## src/hdl/abs_pkg.sv

```systemverilog
package abs_pkg;

  localparam int DEF_NUM_TYPES = 7;

  // function codes
  localparam logic [2:0] FN_BOOT_CHECK  = 3'd0;
  localparam logic [2:0] FN_BOOT_REPORT = 3'd1;
  localparam logic [2:0] FN_SWITCH      = 3'd2;
  localparam logic [2:0] FN_UPGRADE     = 3'd3;
  localparam logic [2:0] FN_QUERY       = 3'd4;

  localparam logic       CODE_OK   = 1'b0;
  localparam logic       CODE_FAIL = 1'b1;

  localparam logic [7:0]  TRIES_RST    = 8'd3;
  localparam logic [7:0]  TRIES_MAX    = 8'hFF;
  localparam logic [1:0]  SUCCESS_GOAL = 2'd3;
  localparam logic [31:0] UPGRADE_CRC  = 32'hFFFF_FFFF;

  typedef enum logic [1:0] {
    ST_IDLE    = 2'd0,
    ST_PENDING = 2'd1,
    ST_ACTIVE  = 2'd2,
    ST_UNBOOT  = 2'd3
  } slot_status_t;

  typedef struct packed {
    slot_status_t status;
    logic [7:0]   tries;
    logic [1:0]   succ;
    logic [31:0]  version;
    logic [31:0]  size;
    logic [31:0]  crc;
  } slot_rec_t;

  // one row per firmware type: active bit and both slot records
  typedef struct packed {
    logic      active;
    slot_rec_t slot_b;
    slot_rec_t slot_a;
  } type_row_t;

  localparam int ROW_W = $bits(type_row_t);

  localparam type_row_t ROW_RST = '{
    active: 1'b0,
    slot_b: '{status: ST_IDLE, tries: 8'd0, succ: 2'd0,
              version: 32'd0, size: 32'd0, crc: 32'd0},
    slot_a: '{status: ST_PENDING, tries: 8'd0, succ: 2'd0,
              version: 32'd0, size: 32'd0, crc: 32'd0}
  };

  // controller to datapath
  typedef struct packed {
    logic accept;  // capture input beat, issue row read
    logic load;    // write back row, load result register
  } abs_cmd_t;

endpackage

```

## src/hdl/ab_slot_boot_selector.sv

```systemverilog
// channel | direction | handshake            | payload
// in      | input     | in_valid / in_ready   | in_func, in_fw_type, in_boot_ok, in_slot_pick,
//         |           |                       | in_new_version, in_new_size
// out     | output    | out_valid / out_ready | out_status_code .. out_slot_crc
// cfg     | input     | cfg_wr_en             | cfg_wr_data (max boot tries)
//
// an event goes through accept, row read from the type table ram, update and write back, in that order
// the type table ram has one registered read port; a new event is accepted only after the last leaves the update step
// rst_n (sync, active low) clears the controller and the row valid flags, and sets max tries to 3
// rows never written since reset read as slot a pending, slot b idle, all counts zero
// a beat waits in the update step while the result register is full and out_ready is low
module ab_slot_boot_selector #(
  parameter int NUM_TYPES = abs_pkg::DEF_NUM_TYPES
) (
  input  logic        clk,
  input  logic        rst_n,
  // configuration
  input  logic        cfg_wr_en,
  input  logic [7:0]  cfg_wr_data,
  // event beat
  input  logic        in_valid,
  output logic        in_ready,
  input  logic [2:0]  in_func,
  input  logic [2:0]  in_fw_type,
  input  logic        in_boot_ok,
  input  logic        in_slot_pick,
  input  logic [31:0] in_new_version,
  input  logic [31:0] in_new_size,
  // result beat
  output logic        out_valid,
  input  logic        out_ready,
  output logic        out_status_code,
  output logic        out_active_now,
  output logic [1:0]  out_slot_state,
  output logic [7:0]  out_tries,
  output logic [1:0]  out_successes,
  output logic [31:0] out_slot_version,
  output logic [31:0] out_slot_size,
  output logic [31:0] out_slot_crc
);
  import abs_pkg::*;

  localparam int AW = (NUM_TYPES > 1) ? $clog2(NUM_TYPES) : 1;

  abs_cmd_t         cmd;
  logic             ram_re, ram_we;
  logic [AW-1:0]    ram_raddr, ram_waddr;
  logic [ROW_W-1:0] ram_rdata, ram_wdata;

  // sequencing and result-register occupancy
  abs_ctrl u_ctrl (
    .clk       (clk),
    .rst_n     (rst_n),
    .in_valid  (in_valid),
    .in_ready  (in_ready),
    .out_valid (out_valid),
    .out_ready (out_ready),
    .cmd       (cmd)
  );

  // record update logic, config register and result register
  abs_dpath #(
    .NUM_TYPES (NUM_TYPES)
  ) u_dpath (
    .clk              (clk),
    .rst_n            (rst_n),
    .cmd              (cmd),
    .cfg_wr_en        (cfg_wr_en),
    .cfg_wr_data      (cfg_wr_data),
    .in_func          (in_func),
    .in_fw_type       (in_fw_type),
    .in_boot_ok       (in_boot_ok),
    .in_slot_pick     (in_slot_pick),
    .in_new_version   (in_new_version),
    .in_new_size      (in_new_size),
    .ram_re           (ram_re),
    .ram_raddr        (ram_raddr),
    .ram_rdata        (ram_rdata),
    .ram_we           (ram_we),
    .ram_waddr        (ram_waddr),
    .ram_wdata        (ram_wdata),
    .out_status_code  (out_status_code),
    .out_active_now   (out_active_now),
    .out_slot_state   (out_slot_state),
    .out_tries        (out_tries),
    .out_successes    (out_successes),
    .out_slot_version (out_slot_version),
    .out_slot_size    (out_slot_size),
    .out_slot_crc     (out_slot_crc)
  );

  // one row per firmware type: active bit plus both slot records
  abs_ram #(
    .WIDTH (ROW_W),
    .DEPTH (NUM_TYPES)
  ) u_row_ram (
    .clk   (clk),
    .we    (ram_we),
    .waddr (ram_waddr),
    .wdata (ram_wdata),
    .re    (ram_re),
    .raddr (ram_raddr),
    .rdata (ram_rdata)
  );

endmodule

```

## src/hdl/abs_ram.sv

```systemverilog
module abs_ram #(
  parameter int WIDTH = 8,
  parameter int DEPTH = 4
) (
  input  logic                                  clk,
  input  logic                                  we,
  input  logic [((DEPTH > 1) ? $clog2(DEPTH) : 1)-1:0] waddr,
  input  logic [WIDTH-1:0]                      wdata,
  input  logic                                  re,
  input  logic [((DEPTH > 1) ? $clog2(DEPTH) : 1)-1:0] raddr,
  output logic [WIDTH-1:0]                      rdata
);

  logic [WIDTH-1:0] mem_r [DEPTH];
  logic [WIDTH-1:0] rdata_r;

  always_ff @(posedge clk) begin
    if (we) begin
      mem_r[waddr] <= wdata;
    end
    if (re) begin
      rdata_r <= mem_r[raddr];
    end
  end

  assign rdata = rdata_r;

endmodule

```

## src/hdl/abs_ctrl.sv

```systemverilog
module abs_ctrl (
  input  logic              clk,
  input  logic              rst_n,
  input  logic              in_valid,
  output logic              in_ready,
  output logic              out_valid,
  input  logic              out_ready,
  output abs_pkg::abs_cmd_t cmd
);
  import abs_pkg::*;

  typedef enum logic [2:0] {
    S_IDLE = 3'b001,
    S_READ = 3'b010,
    S_EXEC = 3'b100
  } state_t;

  state_t state_r, state_nxt;
  logic   out_valid_r, out_valid_nxt;
  logic   load;

  assign in_ready   = (state_r == S_IDLE);
  assign load       = (state_r == S_EXEC) && (!out_valid_r || out_ready);
  assign cmd.accept = in_valid && in_ready;
  assign cmd.load   = load;
  assign out_valid  = out_valid_r;

  always_comb begin
    state_nxt = state_r;
    unique case (state_r)
      S_IDLE: begin
        if (in_valid) state_nxt = S_READ;
      end
      S_READ: state_nxt = S_EXEC;
      S_EXEC: begin
        if (load) state_nxt = S_IDLE;
      end
      default: state_nxt = S_IDLE;
    endcase
  end

  always_comb begin
    out_valid_nxt = out_valid_r;
    if (load) begin
      out_valid_nxt = 1'b1;
    end else if (out_ready) begin
      out_valid_nxt = 1'b0;
    end
  end

  always_ff @(posedge clk) begin
    if (!rst_n) begin
      state_r     <= S_IDLE;
      out_valid_r <= 1'b0;
    end else begin
      state_r     <= state_nxt;
      out_valid_r <= out_valid_nxt;
    end
  end

endmodule

```

## src/hdl/abs_dpath.sv

```systemverilog
module abs_dpath #(
  parameter int NUM_TYPES = abs_pkg::DEF_NUM_TYPES,
  localparam int AW = (NUM_TYPES > 1) ? $clog2(NUM_TYPES) : 1
) (
  input  logic              clk,
  input  logic              rst_n,
  input  abs_pkg::abs_cmd_t cmd,
  input  logic              cfg_wr_en,
  input  logic [7:0]        cfg_wr_data,
  input  logic [2:0]        in_func,
  input  logic [2:0]        in_fw_type,
  input  logic              in_boot_ok,
  input  logic              in_slot_pick,
  input  logic [31:0]       in_new_version,
  input  logic [31:0]       in_new_size,
  // row memory port
  output logic              ram_re,
  output logic [AW-1:0]     ram_raddr,
  input  logic [abs_pkg::ROW_W-1:0] ram_rdata,
  output logic              ram_we,
  output logic [AW-1:0]     ram_waddr,
  output logic [abs_pkg::ROW_W-1:0] ram_wdata,
  // result register
  output logic              out_status_code,
  output logic              out_active_now,
  output logic [1:0]        out_slot_state,
  output logic [7:0]        out_tries,
  output logic [1:0]        out_successes,
  output logic [31:0]       out_slot_version,
  output logic [31:0]       out_slot_size,
  output logic [31:0]       out_slot_crc
);
  import abs_pkg::*;

  logic [7:0]  max_tries_r;
  logic [2:0]  func_r;
  logic [2:0]  fw_type_r;
  logic        boot_ok_r;
  logic        pick_r;
  logic [31:0] ver_r;
  logic [31:0] size_r;
  logic        bad_r;
  logic        row_vld_r;
  logic [NUM_TYPES-1:0] vld_r, vld_nxt;

  logic        bad_in;
  logic        hit_vld;
  type_row_t   row_cur, row_new;
  slot_rec_t   cur_act, cur_oth, new_act, new_oth, rep_rec;
  logic        act, oth, act_new, rep, code;
  logic [7:0]  tries_inc;
  logic [1:0]  succ_inc;

  assign bad_in    = (int'(in_fw_type) >= NUM_TYPES);
  assign ram_re    = cmd.accept && !bad_in;
  assign ram_raddr = AW'(in_fw_type);

  // valid flag of the row being read, rows never written read as reset
  always_comb begin
    hit_vld = 1'b0;
    for (int i = 0; i < NUM_TYPES; i++) begin
      if (int'(in_fw_type) == i) hit_vld = vld_r[i];
    end
  end

  always_comb begin
    row_cur = row_vld_r ? type_row_t'(ram_rdata) : ROW_RST;
    act     = row_cur.active;
    oth     = !act;
    cur_act = act ? row_cur.slot_b : row_cur.slot_a;
    cur_oth = act ? row_cur.slot_a : row_cur.slot_b;
    new_act = cur_act;
    new_oth = cur_oth;
    act_new = act;
    code    = CODE_OK;
    tries_inc = (cur_act.tries == TRIES_MAX) ? cur_act.tries : cur_act.tries + 8'd1;
    succ_inc  = (boot_ok_r && cur_act.succ < SUCCESS_GOAL) ? cur_act.succ + 2'd1
                                                             : cur_act.succ;
    unique case (func_r)
      FN_BOOT_CHECK: begin
        if (cur_act.status == ST_PENDING) begin
          new_act.tries = tries_inc;
          if (tries_inc > max_tries_r) begin
            new_act.status = ST_UNBOOT;
            if (cur_oth.status == ST_PENDING || cur_oth.status == ST_ACTIVE) begin
              act_new = oth;
              if (cur_oth.status == ST_PENDING) new_oth.tries = 8'd1;
            end else begin
              code = CODE_FAIL;
            end
          end
        end else if (cur_act.status != ST_ACTIVE) begin
          if (cur_oth.status == ST_PENDING || cur_oth.status == ST_ACTIVE) begin
            act_new = oth;
            if (cur_oth.status == ST_PENDING) new_oth.tries = 8'd1;
          end else begin
            code = CODE_FAIL;
          end
        end
      end
      FN_BOOT_REPORT: begin
        if (cur_act.status != ST_ACTIVE) begin
          new_act.succ = succ_inc;
          if (succ_inc >= SUCCESS_GOAL) begin
            new_act.status = ST_ACTIVE;
            new_act.succ   = 2'd1;
          end
        end
      end
      FN_SWITCH: begin
        if (cur_oth.status == ST_PENDING || cur_oth.status == ST_ACTIVE) begin
          act_new = oth;
        end else begin
          code = CODE_FAIL;
        end
      end
      FN_UPGRADE: begin
        new_oth = '{status: ST_PENDING, tries: 8'd0, succ: 2'd0,
                    version: ver_r, size: size_r, crc: UPGRADE_CRC};
        act_new = oth;
      end
      FN_QUERY: ;
      default: code = CODE_FAIL;
    endcase
    row_new.active = act_new;
    row_new.slot_a = act ? new_oth : new_act;
    row_new.slot_b = act ? new_act : new_oth;
    rep     = (func_r == FN_QUERY) ? pick_r : act_new;
    rep_rec = rep ? row_new.slot_b : row_new.slot_a;
  end

  assign ram_we    = cmd.load && !bad_r;
  assign ram_waddr = AW'(fw_type_r);
  assign ram_wdata = row_new;

  always_comb begin
    vld_nxt = vld_r;
    for (int i = 0; i < NUM_TYPES; i++) begin
      if (ram_we && int'(fw_type_r) == i) vld_nxt[i] = 1'b1;
    end
  end

  always_ff @(posedge clk) begin
    if (!rst_n) begin
      max_tries_r <= TRIES_RST;
      vld_r       <= '0;
    end else begin
      if (cfg_wr_en) max_tries_r <= cfg_wr_data;
      vld_r <= vld_nxt;
    end
  end

  always_ff @(posedge clk) begin
    if (cmd.accept) begin
      func_r    <= in_func;
      fw_type_r <= in_fw_type;
      boot_ok_r <= in_boot_ok;
      pick_r    <= in_slot_pick;
      ver_r     <= in_new_version;
      size_r    <= in_new_size;
      bad_r     <= bad_in;
      row_vld_r <= hit_vld;
    end
    if (cmd.load) begin
      if (bad_r) begin
        out_status_code  <= CODE_FAIL;
        out_active_now   <= 1'b0;
        out_slot_state   <= 2'd0;
        out_tries        <= 8'd0;
        out_successes    <= 2'd0;
        out_slot_version <= 32'd0;
        out_slot_size    <= 32'd0;
        out_slot_crc     <= 32'd0;
      end else begin
        out_status_code  <= code;
        out_active_now   <= act_new;
        out_slot_state   <= rep_rec.status;
        out_tries        <= rep_rec.tries;
        out_successes    <= rep_rec.succ;
        out_slot_version <= rep_rec.version;
        out_slot_size    <= rep_rec.size;
        out_slot_crc     <= rep_rec.crc;
      end
    end
  end

endmodule
```

## config.mk

```make
export PLATFORM = sky130hd
export DESIGN_NAME = ab_slot_boot_selector
export DESIGN_NICKNAME = d
export VERILOG_FILES = /design/src/hdl/abs_pkg.sv /design/src/hdl/ab_slot_boot_selector.sv /design/src/hdl/abs_ram.sv /design/src/hdl/abs_ctrl.sv /design/src/hdl/abs_dpath.sv
export SDC_FILE = /design/constraint.sdc
export NUM_CORES = 2
export LEC_CHECK = 0
export BUFFER_PORTS_ARGS = -buffer_cell sky130_fd_sc_hd__buf_2
export CAP_MARGIN = 20
export CORE_UTILIZATION = 56
export DETAILED_ROUTE_END_ITERATION = 6
export PLACE_DENSITY = 0.87
export SLEW_MARGIN = 20
export SYNTH_ARGS = -nofsm -noshare
export SYNTH_HDL_FRONTEND = slang
export SYNTH_SLANG_ARGS = --single-unit
```

## constraint.sdc

```tcl
create_clock -name clk -period 18.8 [get_ports clk]
set_input_delay 3.76 -clock clk [delete_from_list [all_inputs] [get_ports clk]]
set_output_delay 3.76 -clock clk [all_outputs]
set_load 0.05 [all_outputs]
```

### Word level (Yosys, flattened, before mapping)

Memory sizes are Yosys's and may differ from the RTL's. A register that Yosys moved wholly into a read port is not among the register bits.
Cells that the tools add are included.
W data, S select, Z words.

* input port bits: 85
* memories: 1
* output and inout port bits: 112
* memory bits (writable): 1519
* register bits: 203
* word-level logic and storage cells: 133

Memories
* u_row_ram.mem_r: depth 7, bits a word 217, read ports 1, clocked after Yosys merged registers in 1, write ports 1, line abs_ram.sv:14 `logic [WIDTH-1:0] mem_r [DEPTH];`

* equality and inequality tests: 26
* reduce and logical (&&, ||, !) cells: 24
* add/subtract/negate cells: 2
* muxes and demuxes: 50
* $lt $le $gt $ge: 4

Operators by type and width (count)
* $mux W108: 5
* $mux W217: 1
* $mux W98: 1
* $mux W8: 7
* $eq A3 B3 Y1 const B: 10
* $eq A3 B2 Y1 const B: 7
* $mux W1: 20
* $mux W2: 8
* $pmux W8 S2: 1
* $logic_and A1 B1 Y1: 12
* $mux W10: 1
* $logic_not A3 Y1: 3
* $pmux W3 S3: 1
* $add A8 B1 Y8 const B: 1
* $eq A8 B8 Y1 const B: 1
* $gt A8 B8 Y1: 1
* $eq A3 B1 Y1 const B: 2
* $mux W3: 2
* $pmux W1 S3: 2
* $eq A2 B1 Y1 const B: 2
* $logic_not A1 Y1: 4
* $ne A2 B2 Y1 const B: 2
* $pmux W2 S2: 1
* $ge A3 B3 Y1 const B: 1
* other kinds (9): 10

### Logic depth before layout (Yosys ltp)

* depth after elaboration: 11
* depth in mapped cells: 21
* depth with buffers taken out: 17

### Hierarchy

From an unflattened synthesis, not the netlist that was laid out.

* cell total of the unflattened synthesis: 4519
* area, all modules: 78750.5 um2

By module, submodules not included
* abs_ram: times used 1, sequential area each 52130.0 um2, area an instance 66522.6 um2, cells an instance 3245
* abs_dpath: times used 1, sequential area each 5825.6 um2, area an instance 12045.3 um2, cells an instance 1256
* abs_ctrl: times used 1, sequential area each 80.1 um2, area an instance 182.7 um2, cells an instance 18

### Least setup slack after synthesis

No wires, ideal clock.

* kind: input port to flip-flop
* start: in out_ready
* end: mem u_row_ram.mem_r[0][0] in the netlist's numbering (enable)
* buffers on the path: 0
* library setup time: 1.062 ns
* required time: 17.738 ns
* stages on the path: 4
* arrival: 19.046 ns
* slack: -1.308 ns
* cell sequence: nand2b_1 nand3_1 or3_1 nor3_1

* cells in the longest elaborated chain, start to end: 5

Ends and longest elaborated chain
* start, declared: line ab_slot_boot_selector.sv:31 `input logic out_ready,`
* $logic_or A1 B1 Y1: line abs_ctrl.sv:23 `assign load = (state_r == S_EXEC) && (!out_valid_r || out_ready);`
* $logic_and A1 B1 Y1: line abs_ctrl.sv:23
* $logic_and A1 B1 Y1: line abs_dpath.sv:132 `assign ram_we = cmd.load && !bad_r;`
* $mux W1: line abs_ram.sv:18 `if (we) begin`
* $mux W1 (implied by the code): line abs_ram.sv:19 `mem_r[waddr] <= wdata;`
* end, declared: line abs_ram.sv:14

Every way passes these cells.

### Worst setup path in the final report

* start: in in_fw_type[0]
* end: reg u_row_ram.rdata_r[205] (netlist: u_row_ram.rdata[205]), read port of u_row_ram.mem_r, data pin

* cells in the longest elaborated chain, start to end: 3

Ends and longest elaborated chain
* start, declared: line ab_slot_boot_selector.sv:24 `input logic [2:0] in_fw_type,`
* $ge A3 B3 Y1: line abs_dpath.sv:54 `assign bad_in = (int'(in_fw_type) >= NUM_TYPES);`
* $logic_not A1 Y1: line abs_dpath.sv:55 `assign ram_re = cmd.accept && !bad_in;`
* $logic_and A1 B1 Y1: line abs_dpath.sv:55
* end, declared: line abs_ram.sv:15 `logic [WIDTH-1:0] rdata_r;`

Several ways; a longest one is shown, not always the timed one.
A chain may end at the register's enable or synchronous reset.

==> qor.csv <==
metric;value;unit
status;finished with violations;
failing checks;DRC;
hold-fix buffers at CTS;0;
worst-path cell chain;buf_8 > buf_4 > buf_4 > buf_4 > mux4_2 > mux2_2;
Nets;4440;
sequential area share after synthesis;0.766;
starting density of the core;0.566;
routed vias;39266;
DR vias/cell;6.27;
DR pass1 iterations;7;
CP required;19340;ps
max-slew violation count;0;
max_cap viols;0;
GR Util All Layers;0.242;
type of origin of the critical path;input pin;
Synth Instances;4130;
die span in y;370;um
maximum vdd ir drop;0.0877;mV
clk_lat worst skew;810;ps
min cycle time layout;7180;ps
Pwr Density;107;nW/um^2
P&R area growth vs syn;11.6;%
htree depth;4;
die area;137000;um^2
number of flops mapped to enable cells by yosys;1920;
crit-path max cell delay;820;ps
total grt overflow;0;
WL final;166;mm
Setup CP Type;in2reg;
Synth top area share;0.761;
setup_tns;0;ps
period utilization;0.382;
Post-CTS Setup Repair Bufs;0;
first-pass GRT wire length;247;mm
Max FO, Critical Path;70;
DP Worst Slack;10710;ps
Yosys warning count;0;
initial drt markers;4343;
Static Leak;28.9;nW
Core Area;134000;um^2
Async SR Flop Fraction;0;
RePlAce Congestion;0.788;
setup slack, reg-to-reg;11680;ps
Boundary Pins;197;
IO buf count;196;
Synth area leaders;edfxtp_1 (76%), mux4_2 (6.5%), mux2i_1 (4.5%);
Clock Tree Buf Depth;3;
initial antenna violation count;5;
synthesized area;75800;um^2
Worst-path clk slew;60;ps
Synth Flop Type;edfxtp_1;
CTS resizes;0;
Netlist cell types;65;
HP Class;reg2reg;
Synth area leader;edfxtp_1;
CTS root buffer;clkbuf_16;
dpl cells;5924;
unrepaired setup endpoints after global routing;no;
die span in x;370;um
endpoint class of the critical path;register;
most frequent CP cell;buf_4;
setup violators final;0;
post-place instance area;78700;um^2
overall power;0.00902;W
layout cells sized above 1;0.221;
#FFs+latches synth;1939;
largest net degree at the start of global routing;174;
Non-Filler Instances;6267;
CTS sink cnt;1939;
Post-Syn Nets;4227;
Residual DRC;12;
final worst setup slack;11620;ps
slowest CP cell;buf_4;
worst path arrival time;7710;ps
Worst Max-Slew Pin Slew;1140;ps
TritonCTS clock tree;yes;
Finished Cell Area;84600;um^2
FP Rows;134;
FMAX;139;MHz
HPWL after DPL;81.7;mm
final setup skew;44.8;ps
Final Hold Violating Endpoints;0;
remaining antenna violation count;0;
DR WL/cell;26.5;um
Worst slew margin;0.241;
Num CTS Buffers;185;
synthesized area per cell;18.3;um^2
vias in the first global route;40315;
==> synth_stat cells (all sizes together) (8+ instances only) <==
cell type and count:
buf 83, edfxtp 1920, mux4 218, o21ai 233, dfxtp 19, nor2 140
a22o 64, a21o 36, inv 21, mux2i 344, mux2 228, clkbuf 150
ha 12, o21a 8, nor3 10, nand3 19, nand2 448, nor2b 14
a21oi 92
==> path summary, 6_finish.rpt <==
kind / endpoint / startpoint / cells past startpoint
max: u_row_ram.rdata[205] / in_fw_type[0] / 6
min: u_dpath.vld_r[5] / u_dpath.vld_r[5] / 1
max reg2reg: u_dpath.out_slot_version[25] / u_dpath.row_vld_r / 19
min reg2reg: u_dpath.vld_r[5] / u_dpath.vld_r[5] / 1
==> critical path: cells and delay by family <==
family	cells	cell delay, ps
buffers and inverters	4	2900
multiplexers	2	880
==> logic make-up (layout without fill, tap and decap cells) <==
logic type               count (synthesis)  count (layout)  share of synthesized area
XOR/XNOR                                11              11                    0.00127
AO/OA/AOI/OAI                          460             460                     0.0364
multiplexers                           790             790                      0.144
flip-flops                            1939            1939                      0.766
other                                    0               1                          0
buffers and inverters                  254             622                     0.0145
AND/OR/NAND/NOR                        664             664                     0.0356
adder cells (fa/ha/maj)                 12              12                    0.00198
==> registers in the layout, indices dropped and copies added, names as in the netlist, 2 cells and up <==
name,flops
u_dpath.out_slot_version,32
u_dpath.out_slot_crc,32
u_dpath.out_successes,2
u_dpath.out_tries,8
u_dpath.size_r,32
u_dpath.max_tries_r,8
u_dpath.out_slot_state,2
u_dpath.out_slot_size,32
u_dpath.ver_r,32
u_dpath.vld_r,7
u_row_ram.mem_r,1519
u_ctrl.state_r,3
u_row_ram.rdata,217
u_dpath.func_r,3
u_dpath.ram_waddr,3
==> routing by layer <==
layer / track usage / part of all wire / vias up
met4: 0.0892 / 0.030 / 4
met2: 0.405 / 0.50 / 2147
li1: - / - / 16634
met3: 0.0410 / 0.083 / 325
met1: 0.323 / 0.39 / 20156
met5: 0 / 0.00016 / -
==> cell type report <==
class                      count  area (um^2)
clock buffer                 225         4860
clock inverter               117         1010
multi-input combinational   1937        16800
sequential                  1939        58000
timing repair buffer         259         1600
antenna                        1         2.50
fill                        8683        49200
tap                         1768         2210
inverter                      21         85.1
==> power by group <==
part | internal, W | switching [W]
Combinational | 0.000177 | 0.000350
Clock | 0.00202 | 0.00159
Sequential | 0.00486 | 0.0000284
==> cell usage in the layout (no fill, tap or decap), types with 45 or more instances in the layout <==
cell,count
clkbuf_16,187
mux2_2,225
mux2i_1,343
a22o_1,64
mux4_2,218
nor2_1,133
edfxtp_1,1920
buf_4,54
clkinv_1,45
a21oi_1,90
buf_2,193
o21ai_0,229
nand2_1,444
==> stage by stage <==
stage               hold slack [ps]   util
floorplan                       435      -
global placement                443  0.588
detailed placement              456  0.588
CTS                             471  0.632
global route                    488  0.632
finish                          468  0.632
No activity file was read; power rests on OpenSTA's default activity.
